`config.mk`:
```
export PLATFORM = sky130hd
export DESIGN_NAME = rsts_ctrl
export DESIGN_NICKNAME = d
export VERILOG_FILES = /design/src/rsts_pkg.sv /design/src/rsts_ctrl.sv
export VERILOG_INCLUDE_DIRS = /design/src /design/src/src
export SDC_FILE = /design/constraint.sdc
export NUM_CORES = 1
export LEC_CHECK = 0
export ABC_AREA = 1
export ABC_CLOCK_PERIOD_IN_PS = 3000
export BUFFER_PORTS_ARGS = -buffer_cell sky130_fd_sc_hd__buf_2
export CORE_ASPECT_RATIO = 1.4
export CORE_MARGIN = 1
export CORE_UTILIZATION = 45
export DETAILED_ROUTE_END_ITERATION = 6
export PLACE_DENSITY = 0.71
export SETUP_SLACK_MARGIN = 0.3
export SKIP_LAST_GASP = 1
export SYNTH_ARGS = -nofsm -noshare
export SYNTH_HDL_FRONTEND = slang
export SYNTH_SLANG_ARGS = --single-unit
```
`constraint.sdc`:
```
create_clock -name aclk -period 3 [get_ports aclk]
set_clock_uncertainty 0.2 [all_clocks]
set_input_delay 0.6 -clock aclk [delete_from_list [all_inputs] [get_ports aclk]]
set_output_delay 0.6 -clock aclk [all_outputs]
set_load 0.005 [all_outputs]
```
`src/radiative_surface_temp_solver_unit_defines.svh`:
```
// Assertion macros shared by the surface temperature solver modules.
`ifndef RADIATIVE_SURFACE_TEMP_SOLVER_UNIT_DEFINES_SVH
`define RADIATIVE_SURFACE_TEMP_SOLVER_UNIT_DEFINES_SVH
`ifndef SYNTHESIS
`define RSTS_ASSERT_IMPL(label, clk, rstn, ante, cons) \
    label: assert property (@(posedge clk) disable iff (!rstn) (ante) |-> (cons)) \
        else $error("assertion failed");
`define RSTS_ASSERT_NEXT(label, clk, rstn, ante, cons) \
    label: assert property (@(posedge clk) disable iff (!rstn) (ante) |=> (cons)) \
        else $error("assertion failed");
`else
`define RSTS_ASSERT_IMPL(label, clk, rstn, ante, cons)
`define RSTS_ASSERT_NEXT(label, clk, rstn, ante, cons)
`endif
`endif

```
`src/rsts_pkg.sv`:
```
// Shared types and constants of the surface temperature solver.
package rsts_pkg;
    localparam int TEMP_W = 28;
    localparam logic [TEMP_W-1:0] TEMP_MAX = {TEMP_W{1'b1}};
    localparam logic [39:0] SIGMA_Q64 = 40'd1045930388979;
    localparam logic [1:0] REG_CONDUCTIVITY = 2'd0;
    localparam logic [1:0] REG_HALF_CELL_DEPTH = 2'd1;
    localparam logic [1:0] REG_ABSORBED_FLUX = 2'd2;

    // Datapath operations issued by the controller.
    typedef enum logic [3:0] {
        OP_NONE      = 4'd0,
        OP_KD_INIT   = 4'd1,   // load kd division
        OP_DIV       = 4'd2,   // one division bit
        OP_KD_DONE   = 4'd3,   // store kd
        OP_T2        = 4'd4,
        OP_MUL_INIT  = 4'd5,   // load the selected product operands
        OP_MUL       = 4'd6,   // one shift-add multiply bit
        OP_MUL_DONE  = 4'd7,   // store the selected product
        OP_SUM       = 4'd8,
        OP_STEP_INIT = 4'd9,
        OP_UPDATE    = 4'd10,
        OP_LOAD      = 4'd11
    } op_t;

    // Product formed by the shared multiplier.
    typedef enum logic [1:0] {
        MUL_ST2  = 2'd0,
        MUL_RAD  = 2'd1,
        MUL_DRAD = 2'd2,
        MUL_KT   = 2'd3
    } mul_sel_t;

    typedef struct packed {
        op_t      op;
        mul_sel_t sel;
    } cmd_t;

    typedef struct packed {
        logic slope_zero;
        logic step_zero;
        logic mul_zero;
    } stat_t;
endpackage

```
`src/rsts_ctrl.sv`:
```
// Controller: sequences kd division and the Newton steps.
`include "radiative_surface_temp_solver_unit_defines.svh"
module rsts_ctrl #(
    parameter int MAX_ITERATIONS = 32
) (
    input  logic            aclk,
    input  logic            aresetn,
    input  logic            in_valid,
    output logic            in_ready,
    output logic            out_valid,
    input  logic            out_ready,
    input  rsts_pkg::stat_t stat,
    output rsts_pkg::cmd_t  cmd,
    output logic            done_flag
);
    localparam int IW = $clog2(MAX_ITERATIONS + 1);

    typedef enum logic [11:0] {
        S_IDLE = 12'b000000000001, S_KDI = 12'b000000000010,
        S_KDD = 12'b000000000100, S_KDS = 12'b000000001000,
        S_T2 = 12'b000000010000, S_MLI = 12'b000000100000,
        S_MUL = 12'b000001000000, S_SUM = 12'b000010000000,
        S_CHK = 12'b000100000000, S_DIV = 12'b001000000000,
        S_UPD = 12'b010000000000, S_OUT = 12'b100000000000
    } state_t;

    state_t state_reg, state_next;
    rsts_pkg::mul_sel_t sel_reg, sel_next;
    logic [6:0] cnt_reg, cnt_next;
    logic [IW-1:0] it_reg, it_next;
    logic done_reg, done_next;

    always_comb begin
        state_next = state_reg;
        sel_next = sel_reg;
        cnt_next = cnt_reg;
        it_next = it_reg;
        done_next = done_reg;
        cmd.op = rsts_pkg::OP_NONE;
        cmd.sel = sel_reg;
        case (state_reg)
            S_IDLE: if (in_valid) begin
                cmd.op = rsts_pkg::OP_LOAD;
                it_next = '0;
                done_next = 1'b0;
                state_next = S_KDI;
            end
            S_KDI: begin
                cmd.op = rsts_pkg::OP_KD_INIT;
                cnt_next = '0;
                state_next = S_KDD;
            end
            S_KDD: begin
                cmd.op = rsts_pkg::OP_DIV;
                cnt_next = cnt_reg + 7'd1;
                if (cnt_reg == 7'd127) state_next = S_KDS;
            end
            S_KDS: begin
                cmd.op = rsts_pkg::OP_KD_DONE;
                state_next = S_T2;
            end
            S_T2: begin
                if (it_reg == IW'(MAX_ITERATIONS)) state_next = S_OUT;
                else begin
                    cmd.op = rsts_pkg::OP_T2;
                    sel_next = rsts_pkg::MUL_ST2;
                    state_next = S_MLI;
                end
            end
            S_MLI: begin
                cmd.op = rsts_pkg::OP_MUL_INIT;
                state_next = S_MUL;
            end
            S_MUL: begin
                // The multiply ends once the shifted multiplier runs out of set bits.
                if (stat.mul_zero) begin
                    cmd.op = rsts_pkg::OP_MUL_DONE;
                    case (sel_reg)
                        rsts_pkg::MUL_ST2: begin
                            sel_next = rsts_pkg::MUL_RAD;
                            state_next = S_MLI;
                        end
                        rsts_pkg::MUL_RAD: begin
                            sel_next = rsts_pkg::MUL_DRAD;
                            state_next = S_MLI;
                        end
                        rsts_pkg::MUL_DRAD: begin
                            sel_next = rsts_pkg::MUL_KT;
                            state_next = S_MLI;
                        end
                        default: state_next = S_SUM;
                    endcase
                end else begin
                    cmd.op = rsts_pkg::OP_MUL;
                end
            end
            S_SUM: begin
                cmd.op = rsts_pkg::OP_SUM;
                state_next = S_CHK;
            end
            S_CHK: begin
                if (stat.slope_zero) state_next = S_OUT;
                else begin
                    cmd.op = rsts_pkg::OP_STEP_INIT;
                    cnt_next = '0;
                    state_next = S_DIV;
                end
            end
            S_DIV: begin
                cmd.op = rsts_pkg::OP_DIV;
                cnt_next = cnt_reg + 7'd1;
                if (cnt_reg == 7'd127) state_next = S_UPD;
            end
            S_UPD: begin
                if (stat.step_zero) begin
                    done_next = 1'b1;
                    state_next = S_OUT;
                end else begin
                    cmd.op = rsts_pkg::OP_UPDATE;
                    it_next = it_reg + IW'(1);
                    state_next = S_T2;
                end
            end
            S_OUT: if (out_ready) state_next = S_IDLE;
            default: state_next = S_IDLE;
        endcase
    end

    always_ff @(posedge aclk) begin
        if (!aresetn) begin
            state_reg <= S_IDLE;
            sel_reg <= rsts_pkg::MUL_ST2;
            cnt_reg <= '0;
            it_reg <= '0;
            done_reg <= 1'b0;
        end else begin
            state_reg <= state_next;
            sel_reg <= sel_next;
            cnt_reg <= cnt_next;
            it_reg <= it_next;
            done_reg <= done_next;
        end
    end

    assign in_ready = (state_reg == S_IDLE);
    assign out_valid = (state_reg == S_OUT);
    assign done_flag = done_reg;

    `RSTS_ASSERT_IMPL(a_excl, aclk, aresetn, 1'b1, !(in_ready && out_valid))
    `RSTS_ASSERT_IMPL(a_it_lim, aclk, aresetn, 1'b1, it_reg <= IW'(MAX_ITERATIONS))
    `RSTS_ASSERT_NEXT(a_accept, aclk, aresetn, in_valid && in_ready, state_reg == S_KDI)
endmodule

```
==> out/metrics.cfg, run 1 <==
[outcome]
status=completed

[worst_setup_path]
critical-path-slowest-cell=dfxtp_1
cp.arrival_ns=1.73
cpMostUsedCell=nand2_2
timing.rr.start=cnt_reg[0]
cp_max_fo=6
r2r_cells=9
r2r_setup_slack_ns=1.01
critPathRequiredTime_ns=2.20
startpoint_type=register
path_class=reg -> out
cp-end-kind=output port
timing.critical_path.buf_inv=3
path_cells=nor2_4 > nand2_4 > nor2_8 > nand2_2 > inv_2 > nand2_2 > nand2_1 > inv_1 > o2111ai_1 > buf_2
crit_family=simple AND/OR/NAND/NOR gates
max_stage_delay_ns=0.35
reg2reg_to=state_reg[8]

[logic_synthesis]
synthTopCellsByArea=dfxtp_1 (30%), nand2_1 (12%), inv_1 (8.0%)
yosys_register_bits=28
synth_common_cells=nand2_1 (60), inv_1 (40), nor2_1 (39)
yosys.area.top_type=dfxtp_1
ys_types=35
synth_warnings=0
syn_area_um2=1867
synth_top_area_share=0.3003
async_flop_share=0
yosys_most_used_dff=dfxtp_1
syn-num-nets=290
yosysMostFrequentCell=nand2_1
synth_edf_count=0
synth_seq_area_share=0.3003
synth_cells=276
synth_area_per_cell_um2=6.764

[layout]
multiInputGateArea_um2=1139
final_nets=307
largest_reg_flops=12
seqCellArea_um2=560.5
nFillCells=419
drive_gt1_frac=0.1815
antenna-diode-count=0
synthToLayoutAreaGrowth_pct=9.517

[floorplanning]
dieArea_um2=4414
die_w_um=56.44
row_count=27
core_area_um2=3953
die_h_um=78.21
start_util=0.4723
ioPinCount=16

[grt]
track_usage=0.2042
grt_pass1_vias=1741
grt_pass1_wl_um=7245
overflow=0
antenna_found_initial=0
grt_max_degree=18

[timing]
relSlewSlack=0.7369
setup_tns_ns=0
final-hold-violation-count=0
hold_slack_ns=0.2690
tightest_slew_ns=0.3943
max_clock_freq_mhz=394.8
setup_viol=0
setup_ws_ns=0.4672
finalCriticalPeriod_ns=2.533
timing.final.crit_share=0.8443
rsz0062_at_grt=no
slew_violations=0

[detailed_routing]
drt-vias-per-instance=5.155
dr.pass1.iters=4
routedWlPerCell_um=12.51
vias=1727
drt-total-wl_um=4192
drt_iter0_markers=49
ant_nets=0
drc_errors=0

[clocking]
ctsLongestPathBuffers=2
cts_buffers=3
post_cts_buffers=0
clk_latency_ns=0.28
cts_tree=built
ctsHtreeMaxLevel=1
clockRootBuffer=clkbuf_8
clock-sinks=28
clk_pin_slew_worst_paths_ns=0.10

[hold_path]
min_to=done_flag
min_from=done_flag
hold_class=reg -> reg
min_path_cells=2

[placement]
pre_cts_ws_ns=0.6292
portBuffers=15
gp_congestion=0.8807
hpwl_um=3299

[pwr]
p_per_area_nw_per_um2=593.4
peakVddDrop_mv=0.3864
p_leak_nw=0.9892

[run]
drv_cap=0

## worst min-delay path: stages (launching register included)
cell     delay (ns)
dfxtp_1        0.34
nand2_1        0.05
o21ai_0        0.05
## kinds of logic after synthesis
family	count (synthesis)	share of synthesized area
compound gates	27	0.08446
xor+xnor	2	0.009385
simple gates	166	0.4625
fa+ha+maj	7	0.04691
flops	28	0.3003
buf+inv	46	0.09651
## worst max path at each step
stage              to  cells past startpoint    startpoint
2_1_floorplan  cmd[2]                      9  state_reg[9]
3_3_place_gp   cmd[2]                     10  state_reg[9]
3_5_place_dp   cmd[2]                     10  state_reg[9]
4_1_cts        cmd[2]                     10  state_reg[9]
5_1_grt        cmd[2]                     10  state_reg[4]
6_report       cmd[2]                     10  state_reg[4]
## power by group
group / leakage (nW) / total, mW / switching (mW) / internal (mW)
Clock: 0.0288 / 0.238 / 0.121 / 0.118
Combinational: 0.734 / 0.530 / 0.353 / 0.177
Sequential: 0.227 / 0.445 / 0.0363 / 0.409
Total: 0.989 / 1.21 / 0.510 / 0.703
## layout make-up
cell class | instances | share of cell area
Multi-Input combinational cell | 202 | 0.5569
Inverter | 43 | 0.07895
Clock buffer | 4 | 0.02693
Tap cell | 43 | 0.02632
Timing Repair Buffer | 15 | 0.03672
Sequential cell | 28 | 0.2742
## through the flow
stage | power (mW) | instances | instance area (um^2) | utilization
CTS | 1.210 | 335 | 2032 | 0.5141
floorplan | 0.8376 | 276 | 1867 | -
detailed placement | 0.9700 | 331 | 1977 | 0.5002
finish | 1.213 | 335 | 2044 | 0.5173
global placement | 0.9638 | 331 | 1977 | 0.5002
global route | 1.304 | 335 | 2044 | 0.5173
## what timing repair did
action / 4_1_cts / 5_1_grt
hold buffers: 0 / 0
endpoints found under the setup margin: 0 / 2
resized for setup: 0 / 5
## routing by layer
metal	up-vias	wire length, um	GRT usage
li1	915	-	-
met1	776	1807	0.2205
met2	27	2178	0.3882
met3	9	132	0.02801
met4	0	73	0.08293
met5	-	0	0
## cells in the final DEF (no fill, tap or decap), types with 2 or more instances in the layout
master	count
nor3_2	3
ha_1	7
inv_2	4
nor3_1	8
nand3b_1	3
a21oi_1	12
dfxtp_1	28
nand3_2	2
o21ai_1	4
nand2_1	58
clkbuf_8	4
o21ai_0	4
nand4_1	10
nor2_8	3
nor2_4	3
nand2_4	4
nand2_2	7
nor2_1	38
buf_2	15
inv_1	39
nor2_2	5
nand3_1	18
Power figures use the tool's default switching activity.
==> run 2, diff against run 1 <==
--- a/config.mk
+++ b/config.mk
@@ -7,13 +7,13 @@
 export NUM_CORES = 1
 export LEC_CHECK = 0
 export ABC_AREA = 1
-export ABC_CLOCK_PERIOD_IN_PS = 3000
+export ABC_CLOCK_PERIOD_IN_PS = 2180
 export BUFFER_PORTS_ARGS = -buffer_cell sky130_fd_sc_hd__buf_2
 export CORE_ASPECT_RATIO = 1.4
 export CORE_MARGIN = 1
 export CORE_UTILIZATION = 45
 export DETAILED_ROUTE_END_ITERATION = 6
-export PLACE_DENSITY = 0.71
+export PLACE_DENSITY = 0.73
 export SETUP_SLACK_MARGIN = 0.3
 export SKIP_LAST_GASP = 1
 export SYNTH_ARGS = -nofsm -noshare
==> constraint.sdc (replaced) <==
create_clock -name aclk -period 2.18 [get_ports aclk]
set_clock_uncertainty 0.2 [all_clocks]
set_input_delay 0.436 -clock aclk [delete_from_list [all_inputs] [get_ports aclk]]
set_output_delay 0.436 -clock aclk [all_outputs]
set_load 0.005 [all_outputs]
==> run 2 against run 1 <==
The run now ends with setup timing left. First-iteration DRC count rose by 120%. Utilization rose by 16 points. Total power rose by 90%. Highest routed layer unchanged.
==> out/metrics.cfg, run 2 (synthesized netlist as in run 1, its figures left out) <==
[floorplanning]
core_area_um2=3953
dieArea_um2=4414
ioPinCount=16
die_h_um=78.21
row_count=27
die_w_um=56.44
start_util=0.4723

[placement]
hpwl_um=3350
pre_cts_ws_ns=0.2103
gp_congestion=0.8752
portBuffers=15

[timing]
tightest_slew_ns=0.4387
finalCriticalPeriod_ns=2.224
rsz0062_at_grt=yes
timing.final.crit_share=1.020
setup_ws_ns=-0.04392
setup_viol=3
slew_violations=0
setup_tns_ns=-0.07617
relSlewSlack=0.7072
max_clock_freq_mhz=449.7
final-hold-violation-count=0

[worst_setup_path]
critical-path-slowest-cell=dfxtp_2
cp-end-kind=output port
startpoint_type=register
r2r_cells=13
path_class=reg -> out
cp_max_fo=5
r2r_setup_slack_ns=0.02
cp.arrival_ns=1.59
cpMostUsedCell=nand2_4
max_stage_delay_ns=0.35
critPathRequiredTime_ns=1.54
path_cells=nor2_4 > nand2_4 > nor2_8 > nand2_4 > inv_4 > nand2_4 > nand2_2 > inv_2 > o2111ai_2 > buf_2
timing.rr.start=state_reg[4]
reg2reg_to=state_reg[0]

[pwr]
p_per_area_nw_per_um2=865.9
p_leak_nw=1.273
peakVddDrop_mv=0.6159

[detailed_routing]
drc_errors=0
drt-vias-per-instance=5.533
dr.pass1.iters=6
ant_nets=0
drt_iter0_markers=106
drt-total-wl_um=5877
routedWlPerCell_um=15.67
vias=2075

[clocking]
clockRootBuffer=clkbuf_8
cts_tree=built
ctsLongestPathBuffers=2
ctsHtreeMaxLevel=1
clk_pin_slew_worst_paths_ns=0.10
clk_latency_ns=0.28
holdBufCountCts=0
clock-sinks=28
cts_buffers=3

[hold_path]
min_from=done_flag
min_to=done_flag
min_path_cells=2
hold_class=reg -> reg

[layout]
mostFrequentLayoutCells=nand2_1 (51), nor2_1 (36), inv_1 (34)
synthToLayoutAreaGrowth_pct=42.90
final_common_cell=nand2_1
drive_gt1_frac=0.4307
antenna-diode-count=0
largest_reg_flops=12
final_nets=348

[outcome]
status=finished with violations
violations=setup timing

[grt]
track_usage=0.2285
antenna_found_initial=0
grt_pass1_wl_um=7976
overflow=0
grt_max_degree=15
grt_pass1_vias=1799

[run]
drv_cap=0

run 2: cell count changes in the layout (fill, tap and decap cells not counted), moves of 5 or more:
cell / previous run / this run
buf_4: 0 / 28
nand3_1: 18 / 10
dfxtp_2: 0 / 9
buf_6: 0 / 11
dfxtp_1: 28 / 14
nand2_1: 58 / 51
dfxtp_4: 0 / 5
nand3_2: 2 / 9
inv_1: 39 / 34
nor2_4: 3 / 8
run 2: how the worst max path moves through the flow:
stage / slack (ns) / endpoint / cells after the start / startpoint
floorplan: 0.35 / cmd[2] / 9 / state_reg[9]
global placement: 0.25 / cmd[3] / 8 / state_reg[4]
detailed placement: 0.21 / cmd[2] / 10 / state_reg[4]
CTS: 0.03 / cmd[2] / 8 / state_reg[3]
global route: -0.14 / cmd[3] / 8 / state_reg[8]
finish: -0.04 / cmd[2] / 10 / state_reg[4]
run 2: timing repair:
action | CTS | global route
endpoints found under the setup margin | 11 | 22
setup buffers | 15 | 20
resized for setup | 32 | 66
pin swaps | 16 | 31
cloned | 0 | 1
run 2: report_power, final:
group	switching [mW]	internal, mW	total [mW]	leakage, nW
Clock	0.168	0.125	0.293	0.0216
Sequential	0.0646	0.575	0.640	0.234
Combinational	0.742	0.635	1.38	1.02
Total	0.975	1.33	2.31	1.27
run 2: stage by stage:
step | cells | hold slack, ns | utilization | power, mW | area (um^2)
2_1_floorplan | 276 | 0.2369 | - | 1.153 | 1867
3_3_place_gp | 336 | 0.2382 | 0.5097 | 1.344 | 2014
3_5_place_dp | 336 | 0.2432 | 0.5097 | 1.355 | 2014
4_1_cts | 354 | 0.2683 | 0.5730 | 1.791 | 2265
5_1_grt | 375 | 0.3034 | 0.6749 | 2.428 | 2668
6_report | 375 | 0.2709 | 0.6749 | 2.310 | 2668
run 2: per-layer routing:
layer,up-vias,global-route usage,share of wire
li1,1000,-,-
met1,964,0.2564,0.37
met2,87,0.4153,0.53
met3,24,0.02965,0.048
met4,0,0.1122,0.045
met5,-,0,0
run 2: critical path, delay by kind of cell (launching register included):
kind,cells,cell delay (ns)
and+or+nand+nor,6,0.64
DFF,1,0.35
buffers and inverters,3,0.26
AOI/OAI and AO/OA,1,0.05
run 2: layout make-up:
type,instances,area [um^2]
multi-input cells,203,1381
fillers,323,1285
flip-flops and latches,28,590.6
repair buffers,55,434.2
inverters,43,166.4
well taps,43,53.80
clock buffers,3,41.29
==> run 3, diff against run 2 <==
--- a/config.mk
+++ b/config.mk
@@ -19,3 +19,4 @@
 export SYNTH_ARGS = -nofsm -noshare
 export SYNTH_HDL_FRONTEND = slang
 export SYNTH_SLANG_ARGS = --single-unit
+export TNS_END_PERCENT = 20
==> run 3 against run 2 <==
Design area shrank 9.8%. Wire length shrank 15%. Via count is 6.1% lower. Worst hold slack got worse by 0.0037 ns. Utilization fell by 6.6 points. The flow still finishes with violations (setup timing). Total power fell by 16%. Fmax up 1.4%. Non-clock buffer count fell by 7. Die area stayed put. Largest power group unchanged.
==> out/metrics.cfg, run 3 (synthesized netlist as in run 1, its figures left out) <==
[timing]
hold_slack_ns=0.2672
tightest_slew_ns=0.4503
slew_violations=0
finalCriticalPeriod_ns=2.193
final-hold-violation-count=0
setup_viol=3
rsz0062_at_grt=yes
relSlewSlack=0.6995
max_clock_freq_mhz=455.9
timing.final.crit_share=1.006
setup_ws_ns=-0.01327
setup_tns_ns=-0.02432

[worst_setup_path]
path_class=reg -> reg
cp-end-kind=register
critPathRequiredTime_ns=2.15
cp_max_fo=6
timing.rr.start=state_reg[6]
r2r_setup_slack_ns=-0.01
startpoint_type=register
cp.arrival_ns=2.17
startpoint=state_reg[6]

[detailed_routing]
drt-vias-per-instance=5.311
drt-total-wl_um=4997
routedWlPerCell_um=13.62
drc_errors=0
drt_iter0_markers=102
ant_nets=0
dr.pass1.iters=4
vias=1949

[pwr]
p_leak_nw=1.191
power_mw=1.946
p_per_area_nw_per_um2=809.3
peakVddDrop_mv=0.5686

[clocking]
clk_latency_ns=0.28
cts_buffers=3
ctsLongestPathBuffers=2
ctsHtreeMaxLevel=1
clk_pin_slew_worst_paths_ns=0.10
clockRootBuffer=clkbuf_8
cts_tree=built
clock-sinks=28

[grt]
grt_pass1_wl_um=7962
overflow=0
grt_pass1_vias=1791
antenna_found_initial=0
grt_max_degree=15
track_usage=0.2278

[placement]
portBuffers=15
pre_cts_ws_ns=0.2103
hpwl_um=3350
gp_congestion=0.8752

[floorplanning]
row_count=27
die_h_um=78.21
ioPinCount=16
dieArea_um2=4414
start_util=0.4723
core_area_um2=3953
die_w_um=56.44

[run]
drv_cap=0

[layout]
synthToLayoutAreaGrowth_pct=28.82
final_common_cell=nand2_1
largest_reg_flops=12
drive_gt1_frac=0.3580
antenna-diode-count=0
mostFrequentLayoutCells=nand2_1 (54), nor2_1 (37), inv_1 (35)
final_nets=340

[outcome]
violations=setup timing
status=finished with violations

[hold_path]
hold_class=reg -> reg
min_from=done_flag

[run 3: worst paths after layout]
check                  to  depth (start not counted)
max reg2reg  state_reg[0]                         12
min reg2reg     done_flag                          2
max          state_reg[0]                         12
min             done_flag                          2
[run 3: worst max-delay path, stage by stage, from the launching register on]
cell and delay [ns]:
dfxtp_1 0.42, nor2_4 0.05, nand2_4 0.14, nor2_8 0.07
buf_4 0.13, buf_4 0.12, buf_4 0.12, nand3b_1 0.17
nand3_1 0.11, nor2_2 0.32, nand2_1 0.10, nand2_1 0.09
nand2_1 0.05
[run 3: what timing repair did]
item,in CTS,in global routing
endpoints found under the setup margin,11,22
setup buffers,15,13
resized for setup,28,20
hold buffers,0,0
cloned,0,0
pin swaps,15,10
[run 3: power breakdown]
part           internal (mW)  leakage [nW]  total [mW]  switching (mW)
clock                  0.125        0.0216       0.293           0.168
sequential             0.572         0.232       0.630          0.0584
combinational          0.437         0.937        1.02           0.587
total                   1.13          1.19        1.95           0.813
[run 3: layer usage]
| metal | global-route usage | up-vias | routed length [um] |
|---|---|---|---|
| met5 | 0 | - | 0 |
| met4 | 0.1171 | 0 | 115 |
| met2 | 0.4106 | 50 | 2579 |
| li1 | - | 980 | - |
| met3 | 0.02636 | 8 | 233 |
| met1 | 0.2584 | 911 | 2069 |
[run 3: layout make-up]
class | count | area, um^2
repair buffers | 48 | 322.8
flip-flops and latches | 28 | 579.3
multi-input cells | 202 | 1244
well taps | 43 | 53.80
inverters | 43 | 163.9
clock buffers | 3 | 41.29
fillers | 363 | 1548
[run 3: metrics by stage]
stage          instance area (um^2)  cells    util
3_3_place_gp                   2014    336  0.5097
6_report                       2405    367  0.6084
4_1_cts                        2247    354  0.5685
2_1_floorplan                  1867    276       -
5_1_grt                        2405    367  0.6084
3_5_place_dp                   2014    336  0.5097
